[config.mk]
export PLATFORM = sky130hd
export DESIGN_NAME = sobet_pos
export DESIGN_NICKNAME = d
export VERILOG_FILES = /design/src/rtl/core/sobet_pkg.sv /design/src/rtl/core/sobet_pos.sv
export SDC_FILE = /design/constraint.sdc
export NUM_CORES = 1
export LEC_CHECK = 0
export BUFFER_PORTS_ARGS = -buffer_cell sky130_fd_sc_hd__buf_2
export CORE_MARGIN = 2
export CORE_UTILIZATION = 50
export DETAILED_ROUTE_END_ITERATION = 8
export HOLD_SLACK_MARGIN = 0.1
export PLACE_DENSITY = 0.75
export SLEW_MARGIN = 20
export SYNTH_ARGS = -nofsm -noshare
export SYNTH_HDL_FRONTEND = slang
export SYNTH_SLANG_ARGS = --single-unit
[constraint.sdc]
create_clock -name clk_i -period 5 [get_ports clk_i]
set_input_delay 1 -clock clk_i [delete_from_list [all_inputs] [get_ports clk_i]]
set_output_delay 1 -clock clk_i [all_outputs]
set_load 0.01 [all_outputs]
[src/rtl/core/sobet_pkg.sv]
// ----------------------------------------------------------------------------
// sobet_pkg
// shared types, widths and register codes of the sobel edge threshold block
// ----------------------------------------------------------------------------
`timescale 1ns / 1ps
`default_nettype none

package sobet_pkg;

  localparam int unsigned PIX_W      = 8;
  localparam int unsigned POS_W      = 11;
  localparam int unsigned THR_W      = 11;
  localparam int unsigned SIZE_W     = 12;
  localparam int unsigned CFG_IDX_W  = 2;
  localparam int unsigned CFG_DATA_W = 12;
  localparam int unsigned GRAD_W     = 11;
  localparam int unsigned SQ_W       = 20;
  localparam int unsigned MAG_W      = 21;
  localparam int unsigned LIM_W      = 23;
  localparam int unsigned MIN_SIZE   = 3;

  localparam int unsigned OBUF_DEPTH = 8;
  localparam int unsigned OBUF_IDX_W = $clog2(OBUF_DEPTH);
  localparam int unsigned OBUF_CNT_W = $clog2(OBUF_DEPTH + 1);

  localparam logic [THR_W-1:0]  THR_RST    = 11'd0;
  localparam logic [SIZE_W-1:0] WIDTH_RST  = 12'd640;
  localparam logic [SIZE_W-1:0] HEIGHT_RST = 12'd480;

  typedef enum logic [CFG_IDX_W-1:0] {
    REG_THRESHOLD = 2'd0,
    REG_WIDTH     = 2'd1,
    REG_HEIGHT    = 2'd2
  } cfg_reg_e;

  typedef struct packed {
    logic             emit;
    logic             last;
    logic [POS_W-1:0] row;
    logic [POS_W-1:0] col;
  } pos_t;

  typedef struct packed {
    logic             edge_res;
    logic [POS_W-1:0] out_row;
    logic [POS_W-1:0] out_col;
    logic             frame_last;
  } res_t;

endpackage

`default_nettype wire

[src/rtl/core/sobet_pos.sv]
// ----------------------------------------------------------------------------
// sobet_pos
// raster position counters, line store address and result position
// ----------------------------------------------------------------------------
`timescale 1ns / 1ps
`default_nettype none

module sobet_pos #(
  parameter int unsigned MaxWidth  = 2048,
  parameter int unsigned MaxHeight = 2048
) (
  input  wire logic                           clk_i,
  input  wire logic                           rst_ni,
  input  wire logic                           accept_i,
  input  wire logic                           frame_start_i,
  input  wire logic [sobet_pkg::SIZE_W-1:0]   width_i,
  input  wire logic [sobet_pkg::SIZE_W-1:0]   height_i,
  output logic      [$clog2(MaxWidth)-1:0]    addr_o,
  output sobet_pkg::pos_t                     pos_o
);

  import sobet_pkg::*;

  localparam int unsigned AW   = $clog2(MaxWidth);
  localparam int unsigned HW   = $clog2(MaxHeight);
  localparam int unsigned MAXM = (MaxWidth > MaxHeight) ? MaxWidth : MaxHeight;
  localparam int unsigned XW   = $clog2(MAXM + (1 << SIZE_W));

  logic [AW-1:0] col_q, col_d;
  logic [HW-1:0] row_q, row_d;
  logic [AW-1:0] c;
  logic [HW-1:0] r;
  logic [HW-1:0] r_m1;
  logic [AW-1:0] c_m1;
  logic [XW-1:0] w_eff, h_eff, w_x, h_x, c_nxt, r_nxt;
  logic          col_end, row_end;

  always_comb begin
    w_x = XW'(width_i);
    h_x = XW'(height_i);
    priority if (w_x < XW'(MIN_SIZE)) begin
      w_eff = XW'(MIN_SIZE);
    end else if (w_x > XW'(MaxWidth)) begin
      w_eff = XW'(MaxWidth);
    end else begin
      w_eff = w_x;
    end
    priority if (h_x < XW'(MIN_SIZE)) begin
      h_eff = XW'(MIN_SIZE);
    end else if (h_x > XW'(MaxHeight)) begin
      h_eff = XW'(MaxHeight);
    end else begin
      h_eff = h_x;
    end
  end

  assign c       = frame_start_i ? '0 : col_q;
  assign r       = frame_start_i ? '0 : row_q;
  assign c_nxt   = XW'(c) + XW'(1);
  assign r_nxt   = XW'(r) + XW'(1);
  assign col_end = c_nxt >= w_eff;
  assign row_end = r_nxt >= h_eff;
  assign r_m1    = r - HW'(1);
  assign c_m1    = c - AW'(1);

  always_comb begin
    col_d = col_q;
    row_d = row_q;
    if (accept_i) begin
      if (col_end) begin
        col_d = '0;
        row_d = row_end ? '0 : HW'(r_nxt);
      end else begin
        col_d = AW'(c_nxt);
        row_d = r;
      end
    end
  end

  always_ff @(posedge clk_i or negedge rst_ni) begin
    if (!rst_ni) begin
      col_q <= '0;
      row_q <= '0;
    end else begin
      col_q <= col_d;
      row_q <= row_d;
    end
  end

  assign addr_o     = c;
  assign pos_o.emit = (r >= HW'(2)) && (c >= AW'(2));
  assign pos_o.last = (c_nxt == w_eff) && (r_nxt == h_eff);
  assign pos_o.row  = POS_W'(r_m1);
  assign pos_o.col  = POS_W'(c_m1);

endmodule

`default_nettype wire

==> results.json <==
{
  "viasPerCell": 5.63,
  "clock_latency_ns": 0.28,
  "power_density_nw_per_um2": 172,
  "r2r_slack_ns": 1.35,
  "gp_congestion": 0.905,
  "critPathLaunch": "frame_start_i",
  "final_nets": 469,
  "r2r-end": "row_q[3]",
  "period_share_pct": 93.3,
  "die_w_microns": 76.6,
  "ys_types": 45,
  "yosysTopAreaCellShare_pct": 20.9,
  "fin_util_pct": 59.7,
  "clk_pin_slew_worst_paths_ns": 0.08,
  "finalHoldViolCount": 0,
  "grt_pass1_vias": 2460,
  "place_hpwl_microns": 5570,
  "cts_tree": "yes",
  "crit_arrival_ns": 3.67,
  "drv_slew": 0,
  "rows": 26,
  "synthFlopType": "dfrtp_1",
  "syn_inst": 353,
  "rsz0062_at_grt": "false",
  "yosys_warnings": 0,
  "routed_wl_microns": 6920,
  "port_buffers": 62,
  "gr-max-usage-layer": "met2",
  "synth-edff-count": 0,
  "hp-class": "reg2reg",
  "maxCapViolations": 0,
  "fmax_ghz": 0.214,
  "worstHoldStart": "col_q[0]",
  "whs_endpoint": "col_q[0]",
  "grt_first_pass_wirelength_microns": 11600,
  "fin_setup_tns_ns": 0,
  "antenna_left": 0,
  "htree_levels": 1,
  "area_growth_pct": 15.8,
  "syn_avg_cell_area_sq_um": 7.46,
  "max_slew.worst_pin.slew_ns": 0.604,
  "crit_fanout": 6,
  "synthArstFlopShare_pct": 100,
  "dp_cells": 476,
  "wl_per_cell_microns": 14.4,
  "start_kind": "input pin",
  "synth_area_leaders": "dfrtp_1 21%, ha_1 14%, nand2_1 7.4%",
  "synth_area_sq_um": 2640,
  "yosysTopAreaCell": "dfrtp_1",
  "grtUsageTotal_pct": 24.0,
  "peakVddDrop_uv": 89.3,
  "final_area_sq_um": 3050,
  "drive_gt1_share_pct": 19.3,
  "status": "completed",
  "groute.layer.met1.usage_pct": 34.5,
  "cts.sinks": 22,
  "grtUsageMet3_pct": 4.50,
  "antenna_cells": 0,
  "vias": 2700,
  "synth_seq_area_share_pct": 20.9,
  "start_util_pct": 51.6,
  "finalPower_mw": 0.526,
  "ctsRootBufferMaster": "clkbuf_8",
  "drt-initial-drc-count": 266,
  "leakagePower_nw": 1.52,
  "end_kind": "primary output",
  "grt_start_max_net_pins": 32,
  "globalRoute.totalOverflow": 0,
  "setup_viol": 0,
  "fin_cells": 480,
  "die_h_microns": 76.6,
  "ios": 63,
  "ys_ff_latch": 22,
  "grtUsageMet2_pct": 37.0,
  "critPathKind": "in2out",
  "reg2reg_depth": 16,
  "max_slew_margin_pct": 59.4,
  "rr_startpoint": "row_q[1]",
  "whs_path_depth": 1,
  "post-route-drc-count": 0,
  "antenna_found_initial": 0,
  "drt_pass1_iterations": 4,
  "clock_path_buffers": 2,
  "syn_nets": 411,
  "die-area_sq_um": 5870,
  "placed_area_sq_um": 2990,
  "numCtsBuffers": 3,
  "worst-endpoint-required_ns": 4.00,
  "core_sq_um": 5110,
  "finalCriticalPeriod_ns": 4.67,
  "skew_ns": 0.00841
}
area by class of cell:
| cell class | instances | area, sq um |
|---|---|---|
| Clock buffer | 4 | 55.1 |
| Multi-Input combinational cell | 293 | 1920 |
| Sequential cell | 22 | 551 |
| Tap cell | 70 | 87.6 |
| Timing Repair Buffer | 68 | 355 |
| Fill cell | 478 | 2060 |
| Inverter | 23 | 86.3 |
kinds of logic (layout without fill, tap and decap cells):
logic type / Yosys count / after routing / synth area share [%]
AOI/OAI and AO/OA: 71 / 71 / 19.6
adders and majority gates: 30 / 30 / 14.2
muxes: 1 / 1 / 0.380
buffers and inverters: 38 / 95 / 6.46
xor gates and xnor gates: 26 / 26 / 8.64
DFF: 22 / 22 / 20.9
and+or+nand+nor: 165 / 165 / 29.8
how the worst max path moves through the flow:
stage / to / slack, ns / depth (start not counted)
detailed placement: pos_o[22] / 0.36 / 16
global placement: pos_o[22] / 0.41 / 16
floorplan: pos_o[22] / 0.28 / 17
CTS: pos_o[22] / 0.34 / 16
global route: pos_o[22] / 0.02 / 16
finish: pos_o[22] / 0.33 / 16
repair_timing:
action | in CTS | in global routing
hold buffers | 0 | 0
resized for setup | 0 | 1
buffers inserted | 0 | 0
endpoints found under the setup margin | 0 | 1
Yosys cell counts, drive strengths merged, types with 2 or more instances:
library cell	count
xnor2	13
and3	9
inv	21
o22ai	2
nand4	7
o31ai	5
nor4	5
nor3	9
a211oi	3
nor2b	10
ha	30
a22o	4
dfrtp	22
clkinv	2
xor2	13
or3	4
a21oi	13
o2bb2ai	6
o21a	2
nand2b	11
nand3	19
o221ai	2
a2111oi	2
buf	7
nor2	35
o211ai	3
nand2	52
a21o	3
clkbuf	8
o21ai	23
cells in the final DEF (no fill, tap or decap), types with 2 or more instances in the layout:
cell | netlist | routed
a21o_1 | 3 | 3
ha_1 | 30 | 30
nand2_1 | 52 | 52
nand3_1 | 19 | 19
a211oi_1 | 3 | 3
a21oi_1 | 13 | 13
o211ai_1 | 3 | 3
nor2b_1 | 10 | 10
nor3_1 | 9 | 9
or3_1 | 4 | 4
nand4_1 | 7 | 7
o22ai_1 | 2 | 2
o31ai_1 | 5 | 5
inv_1 | 21 | 21
nand2b_1 | 11 | 11
nor4_1 | 5 | 5
xor2_1 | 13 | 13
clkbuf_8 | 0 | 4
buf_4 | 1 | 6
xnor2_1 | 13 | 13
dfrtp_1 | 22 | 22
clkinv_1 | 2 | 2
buf_2 | 1 | 62
a22o_1 | 4 | 4
o21ai_0 | 21 | 21
o2bb2ai_1 | 5 | 5
a2111oi_4 | 2 | 2
nor2_1 | 35 | 35
o21a_1 | 2 | 2
and3_1 | 9 | 8
where the power goes:
part | internal, mW | total, mW | switching (mW)
logic | 0.0811 | 0.197 | 0.116
clock network | 0.0706 | 0.138 | 0.0676
registers | 0.183 | 0.191 | 0.00782
total | 0.335 | 0.526 | 0.191
critical path, cell delays in order:
cell      delay, ns
buf_2          0.10
inv_1          0.16
nand2_1        0.14
inv_1          0.14
ha_1           0.22
nand4_1        0.10
nor2_1         0.18
and3_1         0.23
nand3_1        0.10
xnor2_1        0.17
ha_1           0.31
and3_1         0.18
nand3_1        0.12
nand2b_1       0.16
nor4_1         0.17
buf_2          0.18
per-stage QoR:
step                worst slack [ns]  hold slack, ns
floorplan                      0.281           0.470
global placement               0.412           0.504
detailed placement             0.357           0.511
CTS                            0.341           0.530
global route                  0.0157           0.565
finish                         0.334           0.528
sequential cells by signal (all words and copies together) (netlist names):
register,count
col_q,11
row_q,11
per-layer routing:
metal  up-vias  wire, microns
li1       1356              -
met1      1219           3240
met2       117           3020
met3         8            573
met4         0             83
met5         -              0
Power figures use the tool's default switching activity.
