===== src/rtl/core/sobet_pkg.sv =====
// ----------------------------------------------------------------------------
// sobet_pkg
// shared types, widths and register codes of the sobel edge threshold block
// ----------------------------------------------------------------------------
`timescale 1ns / 1ps
`default_nettype none

package sobet_pkg;

  localparam int unsigned PIX_W      = 8;
  localparam int unsigned POS_W      = 11;
  localparam int unsigned THR_W      = 11;
  localparam int unsigned SIZE_W     = 12;
  localparam int unsigned CFG_IDX_W  = 2;
  localparam int unsigned CFG_DATA_W = 12;
  localparam int unsigned GRAD_W     = 11;
  localparam int unsigned SQ_W       = 20;
  localparam int unsigned MAG_W      = 21;
  localparam int unsigned LIM_W      = 23;
  localparam int unsigned MIN_SIZE   = 3;

  localparam int unsigned OBUF_DEPTH = 8;
  localparam int unsigned OBUF_IDX_W = $clog2(OBUF_DEPTH);
  localparam int unsigned OBUF_CNT_W = $clog2(OBUF_DEPTH + 1);

  localparam logic [THR_W-1:0]  THR_RST    = 11'd0;
  localparam logic [SIZE_W-1:0] WIDTH_RST  = 12'd640;
  localparam logic [SIZE_W-1:0] HEIGHT_RST = 12'd480;

  typedef enum logic [CFG_IDX_W-1:0] {
    REG_THRESHOLD = 2'd0,
    REG_WIDTH     = 2'd1,
    REG_HEIGHT    = 2'd2
  } cfg_reg_e;

  typedef struct packed {
    logic             emit;
    logic             last;
    logic [POS_W-1:0] row;
    logic [POS_W-1:0] col;
  } pos_t;

  typedef struct packed {
    logic             edge_res;
    logic [POS_W-1:0] out_row;
    logic [POS_W-1:0] out_col;
    logic             frame_last;
  } res_t;

endpackage

`default_nettype wire


===== src/rtl/core/sobet_intf.sv =====
// ----------------------------------------------------------------------------
// sobet interfaces
// pixel input channel and edge result channel, valid/ready handshake
// ----------------------------------------------------------------------------
`timescale 1ns / 1ps
`default_nettype none


interface sobet_res_if;
  logic                        valid;
  logic                        ready;
  logic                        edge_res;
  logic [sobet_pkg::POS_W-1:0] out_row;
  logic [sobet_pkg::POS_W-1:0] out_col;
  logic                        frame_last;

  modport source (
    output valid, output edge_res, output out_row, output out_col, output frame_last,
    input ready
  );
  modport sink (
    input valid, input edge_res, input out_row, input out_col, input frame_last,
    output ready
  );
endinterface

`default_nettype wire


===== src/rtl/core/sobet_obuf.sv =====
// ----------------------------------------------------------------------------
// sobet_obuf
// result buffer between the datapath and the result channel
// ----------------------------------------------------------------------------
`timescale 1ns / 1ps
`default_nettype none

module sobet_obuf (
  input  wire logic                            clk_i,
  input  wire logic                            rst_ni,
  input  wire logic                            push_i,
  input  wire sobet_pkg::res_t                 push_data_i,
  sobet_res_if.source                          res,
  output logic [sobet_pkg::OBUF_CNT_W-1:0]     count_o
);

  import sobet_pkg::*;

  res_t                  buf_q [OBUF_DEPTH];
  logic [OBUF_IDX_W-1:0] wr_q, rd_q;
  logic [OBUF_CNT_W-1:0] cnt_q, cnt_d;
  logic                  pop;
  res_t                  head;

  assign pop  = res.valid && res.ready;
  assign head = buf_q[rd_q];

  always_comb begin
    cnt_d = cnt_q;
    if (push_i && !pop) begin
      cnt_d = cnt_q + OBUF_CNT_W'(1);
    end else if (!push_i && pop) begin
      cnt_d = cnt_q - OBUF_CNT_W'(1);
    end
  end

  always_ff @(posedge clk_i) begin
    if (push_i) begin
      buf_q[wr_q] <= push_data_i;
    end
  end

  always_ff @(posedge clk_i or negedge rst_ni) begin
    if (!rst_ni) begin
      wr_q  <= '0;
      rd_q  <= '0;
      cnt_q <= '0;
    end else begin
      if (push_i) begin
        wr_q <= wr_q + OBUF_IDX_W'(1);
      end
      if (pop) begin
        rd_q <= rd_q + OBUF_IDX_W'(1);
      end
      cnt_q <= cnt_d;
    end
  end

  assign res.valid      = cnt_q != '0;
  assign res.edge_res   = head.edge_res;
  assign res.out_row    = head.out_row;
  assign res.out_col    = head.out_col;
  assign res.frame_last = head.frame_last;
  assign count_o        = cnt_q;

endmodule

`default_nettype wire


===== src/flat_wrapper.sv =====
// flat-port wrapper written by rule: the top's interface ports become plain ports
module sobet_obuf_flat import sobet_pkg::*;
  (clk_i, rst_ni, push_i, push_data_i, count_o, res_valid, res_edge_res, res_out_row, res_out_col, res_frame_last, res_ready);
  sobet_res_if res_i ();
  input  wire logic clk_i;
  input  wire logic rst_ni;
  input  wire logic push_i;
  input  wire sobet_pkg::res_t push_data_i;
  output logic [sobet_pkg::OBUF_CNT_W-1:0] count_o;
  output wire logic [$bits(res_i.valid)-1:0] res_valid;
  output wire logic [$bits(res_i.edge_res)-1:0] res_edge_res;
  output wire logic [$bits(res_i.out_row)-1:0] res_out_row;
  output wire logic [$bits(res_i.out_col)-1:0] res_out_col;
  output wire logic [$bits(res_i.frame_last)-1:0] res_frame_last;
  input wire logic [$bits(res_i.ready)-1:0] res_ready;
  assign res_valid = res_i.valid;
  assign res_edge_res = res_i.edge_res;
  assign res_out_row = res_i.out_row;
  assign res_out_col = res_i.out_col;
  assign res_frame_last = res_i.frame_last;
  assign res_i.ready = res_ready;
  sobet_obuf u_core (.clk_i(clk_i), .rst_ni(rst_ni), .push_i(push_i), .push_data_i(push_data_i), .res(res_i), .count_o(count_o));
endmodule

===== config.mk =====
export PLATFORM = sky130hd
export DESIGN_NAME = sobet_obuf_flat
export DESIGN_NICKNAME = d
export VERILOG_FILES = /design/src/rtl/core/sobet_pkg.sv /design/src/rtl/core/sobet_intf.sv /design/src/rtl/core/sobet_obuf.sv /design/src/flat_wrapper.sv
export SDC_FILE = /design/constraint.sdc
export NUM_CORES = 1
export LEC_CHECK = 0
export BUFFER_PORTS_ARGS = -buffer_cell sky130_fd_sc_hd__buf_2
export CAP_MARGIN = 20
export CORE_ASPECT_RATIO = 1.75
export CORE_MARGIN = 3
export CORE_UTILIZATION = 35
export DETAILED_ROUTE_END_ITERATION = 12
export MAX_ROUTING_LAYER = met4
export PLACE_DENSITY = 0.57
export SETUP_SLACK_MARGIN = 0.05
export SLEW_MARGIN = 20
export SYNTH_ARGS = -nofsm -noshare
export SYNTH_HDL_FRONTEND = slang
export SYNTH_SLANG_ARGS = --single-unit

===== constraint.sdc =====
create_clock -name clk_i -period 2.7 [get_ports clk_i]
set_clock_uncertainty 0.15 [all_clocks]
set_input_delay 0 -clock clk_i [delete_from_list [all_inputs] [get_ports clk_i]]
set_output_delay 0 -clock clk_i [all_outputs]
set_load 0.02 [all_outputs]

==> results.md <==
* Final setup fails at 0
* Cts bufs inserted at 18
* Seq/Total Area, Yosys at 76.6%
* Setup TNS at 0 ns
* Fillcell total at 1,884
* Critical Path RT at 2.90 ns
* CTS tree: yes
* Detailed Route WL at 14.6 mm
* Net load switching power at 3.06 mW
* Reg2Reg Depth at 8
* Internal power at 6.92 mW
* Sequential cell area at 6020 µm²
* H-Tree Depth at 1
* Vias per cell at 4.80
* Reg2Reg Setup Slack at 0.16 ns
* Minimum clock period at 2.54 ns
* R2R Path Start: u_core.count_o[1]
* Max FO, Critical Path at 5
* IO Pins at 57
* Global route overflow at 0
* Worst vdd ir at 0.606 mV
* Ant. Diodes at 0
* Final Hold Vio Count at 0
* Reg power frac at 42.9%
* Antenna violations before repair at 0
* Multi-input logic area at 1800 µm²
* Combinational share of power at 34.2%
* Share of cells above drive strength 1 at 40.8%
* Routed len/inst at 19.7 µm
* CP Class: reg -> reg
* Worst-Skew Late Latency at 0.47 ns
* Nets at 476
* Clock Sinks at 202
* Max_cap viols at 0
* Worst Setup End Kind: flip-flop
* Switch share at 30.7%
* Post-CTS setup buffers at 0
* Initial core utilization at 36.1%
* RSZ-0062 raised after global routing: false
* Post-Syn Area at 7860 µm²
* Slew @ Worst Pin at 0.563 ns
* Yosys warning count at 0
* Post-route ant nets at 0
* Count of cell types in the netlist at 29
* CP arrival at 2.74 ns
* Clock power share at 23.0%
* Fmax at 0.394 GHz
* Core region area at 21,800 µm²
* Synth Net Count at 371
* Layout Utilization at 43.3%
* Hpwl dp at 8.42 mm
* Die area at 24,300 µm²
* TritonRoute pass-1 iters at 4
* Startpoint of the worst hold path: push_data_i[20]
* Clk slew on worst S/H paths at 0.06 ns
* Die width at 119 µm
* Fin crit share at 94.0%
* P&R area growth vs syn at 20.0%
* Hold depth at 2
* Pwr dens at 1060 nW/µm²
* Largest net degree at the start of global routing at 25
* Vias in the first global route at 3,993
* Tot GR Track Use at 12.6%
* Setup crit start kind: flip-flop
* Worst min path class: in -> reg
* FF+latch count, synth at 202
* Number of DRC markers in iteration 0 at 181
* DIE HEIGHT at 204 µm
* Total power at 9.99 mW
* Static Leakage at 3.12 nW
* CTS Buffer Depth at 3
* DRC at 0
* Port bufs at 56
* Cells after synthesis at 337
* Run status: finished, final reports clean
* Final RePlAce weighted congestion at 0.800
* Core Rows at 71
* Avg Cell Area, Syn at 23.3 µm²
* WHS Endpoint: u_core.buf_q[0][20]
* R2r endpoint: u_core.count_o[3]
* Slew Limit Fails at 0
* Global-route wire length before repair at 22.7 mm
* Vias at 3,567
* Root Buffer: clkbuf_16
* Relative slew margins at 62.5%
-- kinds of logic (layout without fill, tap and decap cells) --
group | after synthesis | after routing | share of synthesized area [%]
AOI/OAI and AO/OA | 6 | 6 | 0.526
buffers and inverters | 16 | 130 | 1.37
xor gates and xnor gates | 6 | 6 | 0.669
DFF | 202 | 202 | 76.6
muxes | 76 | 76 | 18.2
adders and majority gates | 6 | 6 | 1.05
and+or+nand+nor | 25 | 25 | 1.56
-- state kept, by name (all words and copies together), names as in the netlist --
register	cells
u_core.buf_q	192
u_core.count_o	4
u_core.rd_q	3
u_core.wr_q	3
-- area by class of cell --
cell class,count,area share [%]
inverters,1,0.0398
repair buffers,100,7.62
clock buffers,22,5.16
multi-input cells,119,19.1
clock inverters,7,0.345
well taps,292,3.88
flip-flops and latches,202,63.9
-- layer usage --
layer,part of all wire [%],wire (µm),up-vias,GRT usage [%]
li1,-,-,1618,-
met1,38,5520,1858,13.8
met2,56,8250,71,23.7
met3,3.9,571,20,1.72
met4,1.9,272,0,3.90
met5,0,0,-,-
-- placed cells by master (no fill, tap or decap), types with 2 or more instances in the layout --
cell	Yosys	final
ha_1	5	3
mux2_2	16	16
clkbuf_16	0	19
edfxtp_1	192	192
xnor2_1	5	5
buf_4	0	13
a21oi_1	2	2
clkbuf_1	4	3
mux4_2	48	48
nand3_1	3	3
nor2_2	0	6
mux2_4	10	10
nand2_1	6	6
dfrtp_1	10	6
dlygate4sd3_1	0	28
ha_4	0	2
o211ai_1	2	2
nand2b_1	3	3
nor3_4	0	2
dfrtp_2	0	3
buf_2	6	56
buf_12	2	3
clkinv_2	0	2
clkinv_1	0	4
-- cells in the mapped netlist --
library cell | instances | share of area, %
nand3_1 | 3 | 0.19
inv_1 | 1 | 0.048
nand2_1 | 6 | 0.29
clkbuf_1 | 4 | 0.19
a2111o_1 | 1 | 0.14
fa_1 | 1 | 0.25
or4_1 | 2 | 0.19
a21oi_1 | 2 | 0.13
buf_12 | 2 | 0.51
o21ai_0 | 1 | 0.064
xor2_1 | 1 | 0.11
mux2_4 | 10 | 1.9
mux2i_1 | 1 | 0.13
buf_6 | 1 | 0.14
ha_1 | 5 | 0.80
nand3b_1 | 1 | 0.096
nor3_1 | 3 | 0.19
or3_1 | 1 | 0.080
o211ai_1 | 2 | 0.19
mux2_2 | 16 | 2.3
nor2_1 | 6 | 0.29
xnor2_1 | 5 | 0.56
mux4_2 | 48 | 14
edfxtp_1 | 192 | 73
buf_1 | 2 | 0.096
buf_2 | 6 | 0.38
nand2b_1 | 3 | 0.24
dfrtp_1 | 10 | 3.2
mux2_1 | 1 | 0.14
-- worst max path at each step --
stage                            startpoint           endpoint  slack (ns)  cells past startpoint
after CTS                 u_core.count_o[1]  u_core.count_o[3]        0.09                      8
final                     u_core.count_o[1]  u_core.count_o[3]        0.16                      8
after floorplan           u_core.count_o[1]  u_core.count_o[3]       -0.11                      8
after global placement    u_core.count_o[1]  u_core.count_o[3]        0.11                      8
after global routing         u_core.rd_q[0]     res_out_row[7]        0.05                      4
after detailed placement  u_core.count_o[1]  u_core.count_o[3]     -0.0009                      8
-- power groups by stage --
stage / Combinational [mW] / Clock, mW / Sequential [mW]
after CTS: 3.50 / 2.37 / 4.30
after floorplan: 2.54 / 0 / 4.20
after global placement: 3.39 / 0 / 4.32
final: 3.41 / 2.29 / 4.28
after global routing: 3.67 / 2.48 / 4.35
after detailed placement: 3.45 / 0 / 4.36
-- stage by stage --
stage          cell area (µm²)  worst slack [ns]  instances  hold slack [ns]
2_1_floorplan             7870            -0.107        337           -0.446
3_3_place_gp              8600             0.106        686           -0.281
3_5_place_dp              8600         -0.000889        686           -0.266
4_1_cts                   9420            0.0882        743            0.160
5_1_grt                   9430            0.0514        743            0.190
6_report                  9430             0.163        743            0.182
-- what timing repair did --
item,4_1_cts,5_1_grt
cloned,0,0
gates resized for setup,1,3
hold buffers,28,0
hold endpoints to repair,209,0
setup endpoints to repair,1,1
-- worst max-delay path, stage by stage (launching register included) --
cell and delay [ns]:
dfrtp_2 0.44, or4_4 0.56, nand2_1 0.14, ha_4 0.15, inv_2 0.07, ha_4 0.24
or4_1 0.47, o211ai_1 0.10, o211ai_1 0.10
No activity file was read; power rests on OpenSTA's default activity.
