<file path="config.mk">
export PLATFORM = sky130hd
export DESIGN_NAME = sobet_grad
export DESIGN_NICKNAME = d
export VERILOG_FILES = /design/src/rtl/core/sobet_pkg.sv /design/src/rtl/core/sobet_grad.sv
export SDC_FILE = /design/constraint.sdc
export NUM_CORES = 1
export LEC_CHECK = 0
export BUFFER_PORTS_ARGS = -buffer_cell sky130_fd_sc_hd__buf_2
export CAP_MARGIN = 20
export CORE_UTILIZATION = 64
export CTS_CLUSTER_DIAMETER = 150
export DETAILED_ROUTE_END_ITERATION = 8
export GPL_TIMING_DRIVEN = 0
export MAX_ROUTING_LAYER = met4
export PLACE_DENSITY_LB_ADDON = 0.05
export SLEW_MARGIN = 20
export SYNTH_ARGS = -nofsm -noshare
export SYNTH_HDL_FRONTEND = slang
export SYNTH_SLANG_ARGS = --single-unit
export TNS_END_PERCENT = 5
</file>
<file path="constraint.sdc">
create_clock -name clk_i -period 6.5 [get_ports clk_i]
set_input_delay 0.325 -clock clk_i [delete_from_list [all_inputs] [get_ports clk_i]]
set_output_delay 0.325 -clock clk_i [all_outputs]
set_load 0.01 [all_outputs]
</file>
<file path="src/rtl/core/sobet_pkg.sv">
// ----------------------------------------------------------------------------
// sobet_pkg
// shared types, widths and register codes of the sobel edge threshold block
// ----------------------------------------------------------------------------
`timescale 1ns / 1ps
`default_nettype none

package sobet_pkg;

  localparam int unsigned PIX_W      = 8;
  localparam int unsigned POS_W      = 11;
  localparam int unsigned THR_W      = 11;
  localparam int unsigned SIZE_W     = 12;
  localparam int unsigned CFG_IDX_W  = 2;
  localparam int unsigned CFG_DATA_W = 12;
  localparam int unsigned GRAD_W     = 11;
  localparam int unsigned SQ_W       = 20;
  localparam int unsigned MAG_W      = 21;
  localparam int unsigned LIM_W      = 23;
  localparam int unsigned MIN_SIZE   = 3;

  localparam int unsigned OBUF_DEPTH = 8;
  localparam int unsigned OBUF_IDX_W = $clog2(OBUF_DEPTH);
  localparam int unsigned OBUF_CNT_W = $clog2(OBUF_DEPTH + 1);

  localparam logic [THR_W-1:0]  THR_RST    = 11'd0;
  localparam logic [SIZE_W-1:0] WIDTH_RST  = 12'd640;
  localparam logic [SIZE_W-1:0] HEIGHT_RST = 12'd480;

  typedef enum logic [CFG_IDX_W-1:0] {
    REG_THRESHOLD = 2'd0,
    REG_WIDTH     = 2'd1,
    REG_HEIGHT    = 2'd2
  } cfg_reg_e;

  typedef struct packed {
    logic             emit;
    logic             last;
    logic [POS_W-1:0] row;
    logic [POS_W-1:0] col;
  } pos_t;

  typedef struct packed {
    logic             edge_res;
    logic [POS_W-1:0] out_row;
    logic [POS_W-1:0] out_col;
    logic             frame_last;
  } res_t;

endpackage

`default_nettype wire

</file>
<file path="src/rtl/core/sobet_grad.sv">
// ----------------------------------------------------------------------------
// sobet_grad
// 3x3 window, sobel gradients, squared magnitude and threshold compare
// ----------------------------------------------------------------------------
`timescale 1ns / 1ps
`default_nettype none

module sobet_grad (
  input  wire logic                         clk_i,
  input  wire logic                         rst_ni,
  input  wire logic                         valid_i,
  input  wire logic [sobet_pkg::PIX_W-1:0]  up_i,
  input  wire logic [sobet_pkg::PIX_W-1:0]  mid_i,
  input  wire logic [sobet_pkg::PIX_W-1:0]  px_i,
  input  wire sobet_pkg::pos_t              pos_i,
  input  wire logic [sobet_pkg::THR_W-1:0]  thr_i,
  output logic                              push_o,
  output sobet_pkg::res_t                   res_o,
  output logic      [1:0]                   pend_o
);

  import sobet_pkg::*;

  // p1 is the previous column, p2 the one before it; index 0 top row
  logic [PIX_W-1:0] p1_q [3];
  logic [PIX_W-1:0] p2_q [3];

  logic [PIX_W+1:0] gx_p, gx_m, gy_p, gy_m;
  logic signed [GRAD_W-1:0] gx_d, gy_d, gx_q, gy_q;
  logic signed [2*GRAD_W-1:0] gx_sq, gy_sq;
  logic [SQ_W-1:0] sqx_q, sqy_q;
  logic [THR_W:0] thr_p1;
  logic [2*THR_W+1:0] lim_full;
  logic [LIM_W-1:0] lim_q;
  logic [MAG_W-1:0] mag;

  logic s2_v_q, s3_v_q;
  pos_t s2_pos_q, s3_pos_q;

  assign gx_p = {2'b00, up_i} + {1'b0, mid_i, 1'b0} + {2'b00, px_i};
  assign gx_m = {2'b00, p2_q[0]} + {1'b0, p2_q[1], 1'b0} + {2'b00, p2_q[2]};
  assign gy_p = {2'b00, p2_q[2]} + {1'b0, p1_q[2], 1'b0} + {2'b00, px_i};
  assign gy_m = {2'b00, p2_q[0]} + {1'b0, p1_q[0], 1'b0} + {2'b00, up_i};
  assign gx_d = $signed({1'b0, gx_p}) - $signed({1'b0, gx_m});
  assign gy_d = $signed({1'b0, gy_p}) - $signed({1'b0, gy_m});

  assign gx_sq    = gx_q * gx_q;
  assign gy_sq    = gy_q * gy_q;
  assign thr_p1   = {1'b0, thr_i} + (THR_W + 1)'(1);
  assign lim_full = thr_p1 * thr_p1;

  always_ff @(posedge clk_i) begin
    if (valid_i) begin
      p2_q[0] <= p1_q[0];
      p2_q[1] <= p1_q[1];
      p2_q[2] <= p1_q[2];
      p1_q[0] <= up_i;
      p1_q[1] <= mid_i;
      p1_q[2] <= px_i;
    end
    gx_q     <= gx_d;
    gy_q     <= gy_d;
    s2_pos_q <= pos_i;
    sqx_q    <= gx_sq[SQ_W-1:0];
    sqy_q    <= gy_sq[SQ_W-1:0];
    lim_q    <= lim_full[LIM_W-1:0];
    s3_pos_q <= s2_pos_q;
  end

  always_ff @(posedge clk_i or negedge rst_ni) begin
    if (!rst_ni) begin
      s2_v_q <= 1'b0;
      s3_v_q <= 1'b0;
    end else begin
      s2_v_q <= valid_i;
      s3_v_q <= s2_v_q;
    end
  end

  assign mag              = MAG_W'(sqx_q) + MAG_W'(sqy_q);
  assign push_o           = s3_v_q && s3_pos_q.emit;
  assign res_o.edge_res   = LIM_W'(mag) >= lim_q;
  assign res_o.out_row    = s3_pos_q.row;
  assign res_o.out_col    = s3_pos_q.col;
  assign res_o.frame_last = s3_pos_q.last;
  assign pend_o           = {1'b0, s2_v_q && s2_pos_q.emit} + {1'b0, push_o};

endmodule

`default_nettype wire

</file>
==> flow_summary_export.csv <==
group,metric,value,unit
setup_path,setup.worst_path.class,"in -> reg",
timing,finalWorstPathRequiredPeriod,6100,ps
logic_synthesis,synthDistinctLibCells,66,
global_route,groute.usage.overall,26.2,%
clock_network,cts_bufs_inserted,17,
cells_and_area,areaGrowthSynthToFinish,9.36,%
cells_and_area,layout.cells.non_filler,2432,
global_route,grt_pass1_vias,13300,
timing,setup_viol_count_final,0,
setup_path,worst-r2r-cell-count,14,
die,initial_core_utilization,65.3,%
logic_synthesis,syn_area,0.0194,mm^2
routing,wl,36300,um
clock_network,clock_path_buffers,2,
routing,detail_route.drc_violations,0,
logic_synthesis,synth-seq-area-share,21.1,%
routing,antenna_violating_nets_left,0,
placed_design,dpl_worst_slack,-155,ps
timing,finalWorstSetupSlack,397,ps
clock_network,cts_htree_levels,4,
setup_path,crit_end,"lim_q[21]$_DFF_P_",
worst_hold_path,worstHoldPathType,"in -> reg",
timing,worst_slew_pin_slew,1120,ps
cells_and_area,layout.core_utilization,71.4,%
setup_path,crit_fanout,11,
run_status,outcome,"finished clean",
routing,detailed_route_via_count,12600,
cells_and_area,post_route_design_area,0.0212,mm^2
logic_synthesis,synth.area.top_cells,"sky130_fd_sc_hd__fa_1 (34%), sky130_fd_sc_hd__dfxtp_1 (13%), sky130_fd_sc_hd__ha_1 (13%)",
placed_design,number_of_port_buffers,88,
placed_design,placedInstanceArea,0.0204,mm^2
routing,vias_cell,5.18,
setup_path,critical_path.endpoint_type,"register",
logic_synthesis,synth.cells.most_frequent,"sky130_fd_sc_hd__inv_1 (451), sky130_fd_sc_hd__fa_1 (332), sky130_fd_sc_hd__ha_1 (203)",
global_route,grt_start_max_net_pins,50,
die,die_area,0.0310,mm^2
setup_path,crit_start,"thr_i[0]",
routing,drt_first_pass_iters,7,
logic_synthesis,postSynthAreaPerCell,10.3,um^2
logic_synthesis,synth_top_cell_by_area,"sky130_fd_sc_hd__fa_1",
cells_and_area,final_layout_size_suffix_gt1_share,7.79,%
global_route,global_route_wire_length_before_repair,61900,um
placed_design,place_hpwl,30200,um
logic_synthesis,async_set_reset_flop_share_out_of_synthesis,1.11,%
logic_synthesis,synth.ff_latch_count,180,
clock_network,cts_tree,"yes",
global_route,initial_antenna_violation_count,1,
clock_network,cts.reportedPaths.clkPinSlew,70,ps
run,max_cap_violation_count,0,
clock_network,cts.sink_count,180,
placed_design,gpl.final_weighted_congestion,0.875,
logic_synthesis,dominantRegCellSynth,"sky130_fd_sc_hd__dfxtp_1",
placed_design,instance_count_after_placement_with_tap_cells_included,2374,
logic_synthesis,yosys_warnings,0,
logic_synthesis,synth_enable_flop_cells,48,
die,core,0.0297,mm^2
die,chip_width,176,um
global_route,globalRoute.totalOverflow,0,
logic_synthesis,synthCells,1891,
setup_path,worst_r2r_endpoint,"sqx_q[18]$_DFF_P_",
routing,post_drt_wl_per_cell,14.9,um
die,die-height,176,um
timing,achievable-frequency,164,MHz
logic_synthesis,synth.top_cell.area_share,34.2,%
die,i_o_pins,89,
timing,relSlewSlack,25.2,%
setup_path,critical_path_required,6810,ps
timing,unrepaired_setup_endpoints_after_global_routing,"false",
routing,drt_first_iter_violations,565,
clock_network,clk_latency,450,ps
setup_path,critPathLaunchType,"input port",
setup_path,regToRegStartpoint,"gx_q[10]$_DFF_P_",
timing,worst_clock_skew,16.1,ps
clock_network,clock_tree.root_cell,"sky130_fd_sc_hd__clkbuf_16",
timing,final-hold-violation-count,0,
timing,drv_slew,0,
cells_and_area,layout.nets,2625,
setup_path,worstPathArrival,6410,ps
setup_path,reg2reg_setup_slack,610,ps
timing,layout_worst_path_cycle_share,93.9,%
die,row_count,63,
logic_synthesis,post-synth-top-count-cell,"sky130_fd_sc_hd__inv_1",
-- through the flow --
stage                     setup TNS [ps]  hold WS [ps]
after floorplan                        0          29.4
after global placement                 0           112
after detailed placement            -385           114
after CTS                              0          73.1
after global routing                   0          75.3
final                                  0          91.3
-- layer usage --
layer	wire length [um]	global-route usage (%)	vias to the layer above
li1	-	-	6083
met1	16100	34.0	6229
met2	18300	43.7	238
met3	1300	3.23	43
met4	659	6.81	0
met5	0	-	-
-- state kept, by name, indices dropped and copies added (netlist names) --
register and count:
sqx_q 19, sqy_q 19, res_o 23, s2_pos_q 24, p1_q 24, s2_v_q 1, gy_q 11, lim_q 22
p2_q 24, s3_pos_q 1, s3_v_q 1, gx_q 11
-- cell usage in the layout, fill, tap and decap left out, drive strengths merged, types with 3 or more instances in the layout --
cell and instances:
inv 460, fa 332, ha 203, dfxtp 130, buf 112, nand2 95, and2 80, xnor2 79
nor2 63, a21oi 60, edfxtp 48, clkbuf 46, xor2 31, nand2b 29, o21ai 28, nor2b 28
a21o 27, dlygate4sd3 25, nand3 17, nor3 15, o21a 12, or3 9, a31oi 9, a211oi 8
o211ai 8, and3 7, conb 7, o21bai 6, a21boi 6, nand4 6, or2 5, a211o 5
clkinv 5, or4 3
-- worst min path at each step --
stage,startpoint,cells past startpoint,endpoint
floorplan,rst_ni,0,s2_v_q$_DFF_PN0_
global placement,rst_ni,1,s2_v_q$_DFF_PN0_
detailed placement,rst_ni,1,s2_v_q$_DFF_PN0_
CTS,mid_i[6],1,p1_q[0][14]$_DFFE_PP_
global route,mid_i[6],1,p1_q[0][14]$_DFFE_PP_
finish,mid_i[6],1,p1_q[0][14]$_DFFE_PP_
-- logic make-up after synthesis --
kind of cell | synth area share [%]
AOI/OAI and AO/OA | 6.51
xor gates and xnor gates | 4.96
DFF | 21.1
muxes | 0.161
and+or+nand+nor | 9.75
buffers and inverters | 10.2
other | 0.0387
adders and majority gates | 47.3
-- repair_timing --
action / in CTS / in global routing
hold buffers: 25 / 0
endpoints found under the hold margin: 26 / 0
setup endpoints to repair: 0 / 2
resized for setup: 0 / 1
setup buffers: 0 / 0
-- critical path, cell delays in order --
cell	delay [ps]
sky130_fd_sc_hd__buf_2	210
sky130_fd_sc_hd__ha_1	270
sky130_fd_sc_hd__nand2_1	110
sky130_fd_sc_hd__nor2_1	400
sky130_fd_sc_hd__nand2_1	170
sky130_fd_sc_hd__xor2_2	220
sky130_fd_sc_hd__inv_1	240
sky130_fd_sc_hd__nand2b_1	160
sky130_fd_sc_hd__fa_1	430
sky130_fd_sc_hd__fa_1	470
sky130_fd_sc_hd__fa_1	550
sky130_fd_sc_hd__inv_1	50
sky130_fd_sc_hd__fa_1	480
sky130_fd_sc_hd__inv_1	50
sky130_fd_sc_hd__fa_1	500
sky130_fd_sc_hd__inv_1	50
sky130_fd_sc_hd__ha_1	220
sky130_fd_sc_hd__or4_1	500
sky130_fd_sc_hd__a211oi_2	300
sky130_fd_sc_hd__o211ai_2	160
sky130_fd_sc_hd__a31oi_1	260
sky130_fd_sc_hd__o21ai_0	130
sky130_fd_sc_hd__xor2_1	160
-- layout make-up --
cell class / count / area [um^2]
well taps: 390 / 488
multi-input cells: 1213 / 13400
flip-flops and latches: 180 / 4090
clock inverters: 13 / 145
fillers: 2243 / 8490
diodes: 1 / 2.50
inverters: 452 / 1700
repair buffers: 113 / 691
clock buffers: 19 / 464
plain buffers: 51 / 278
Power is left out: the tool's default activity adds up to more than one toggle a clock period on the data nets, which glitch-free logic cannot reach.
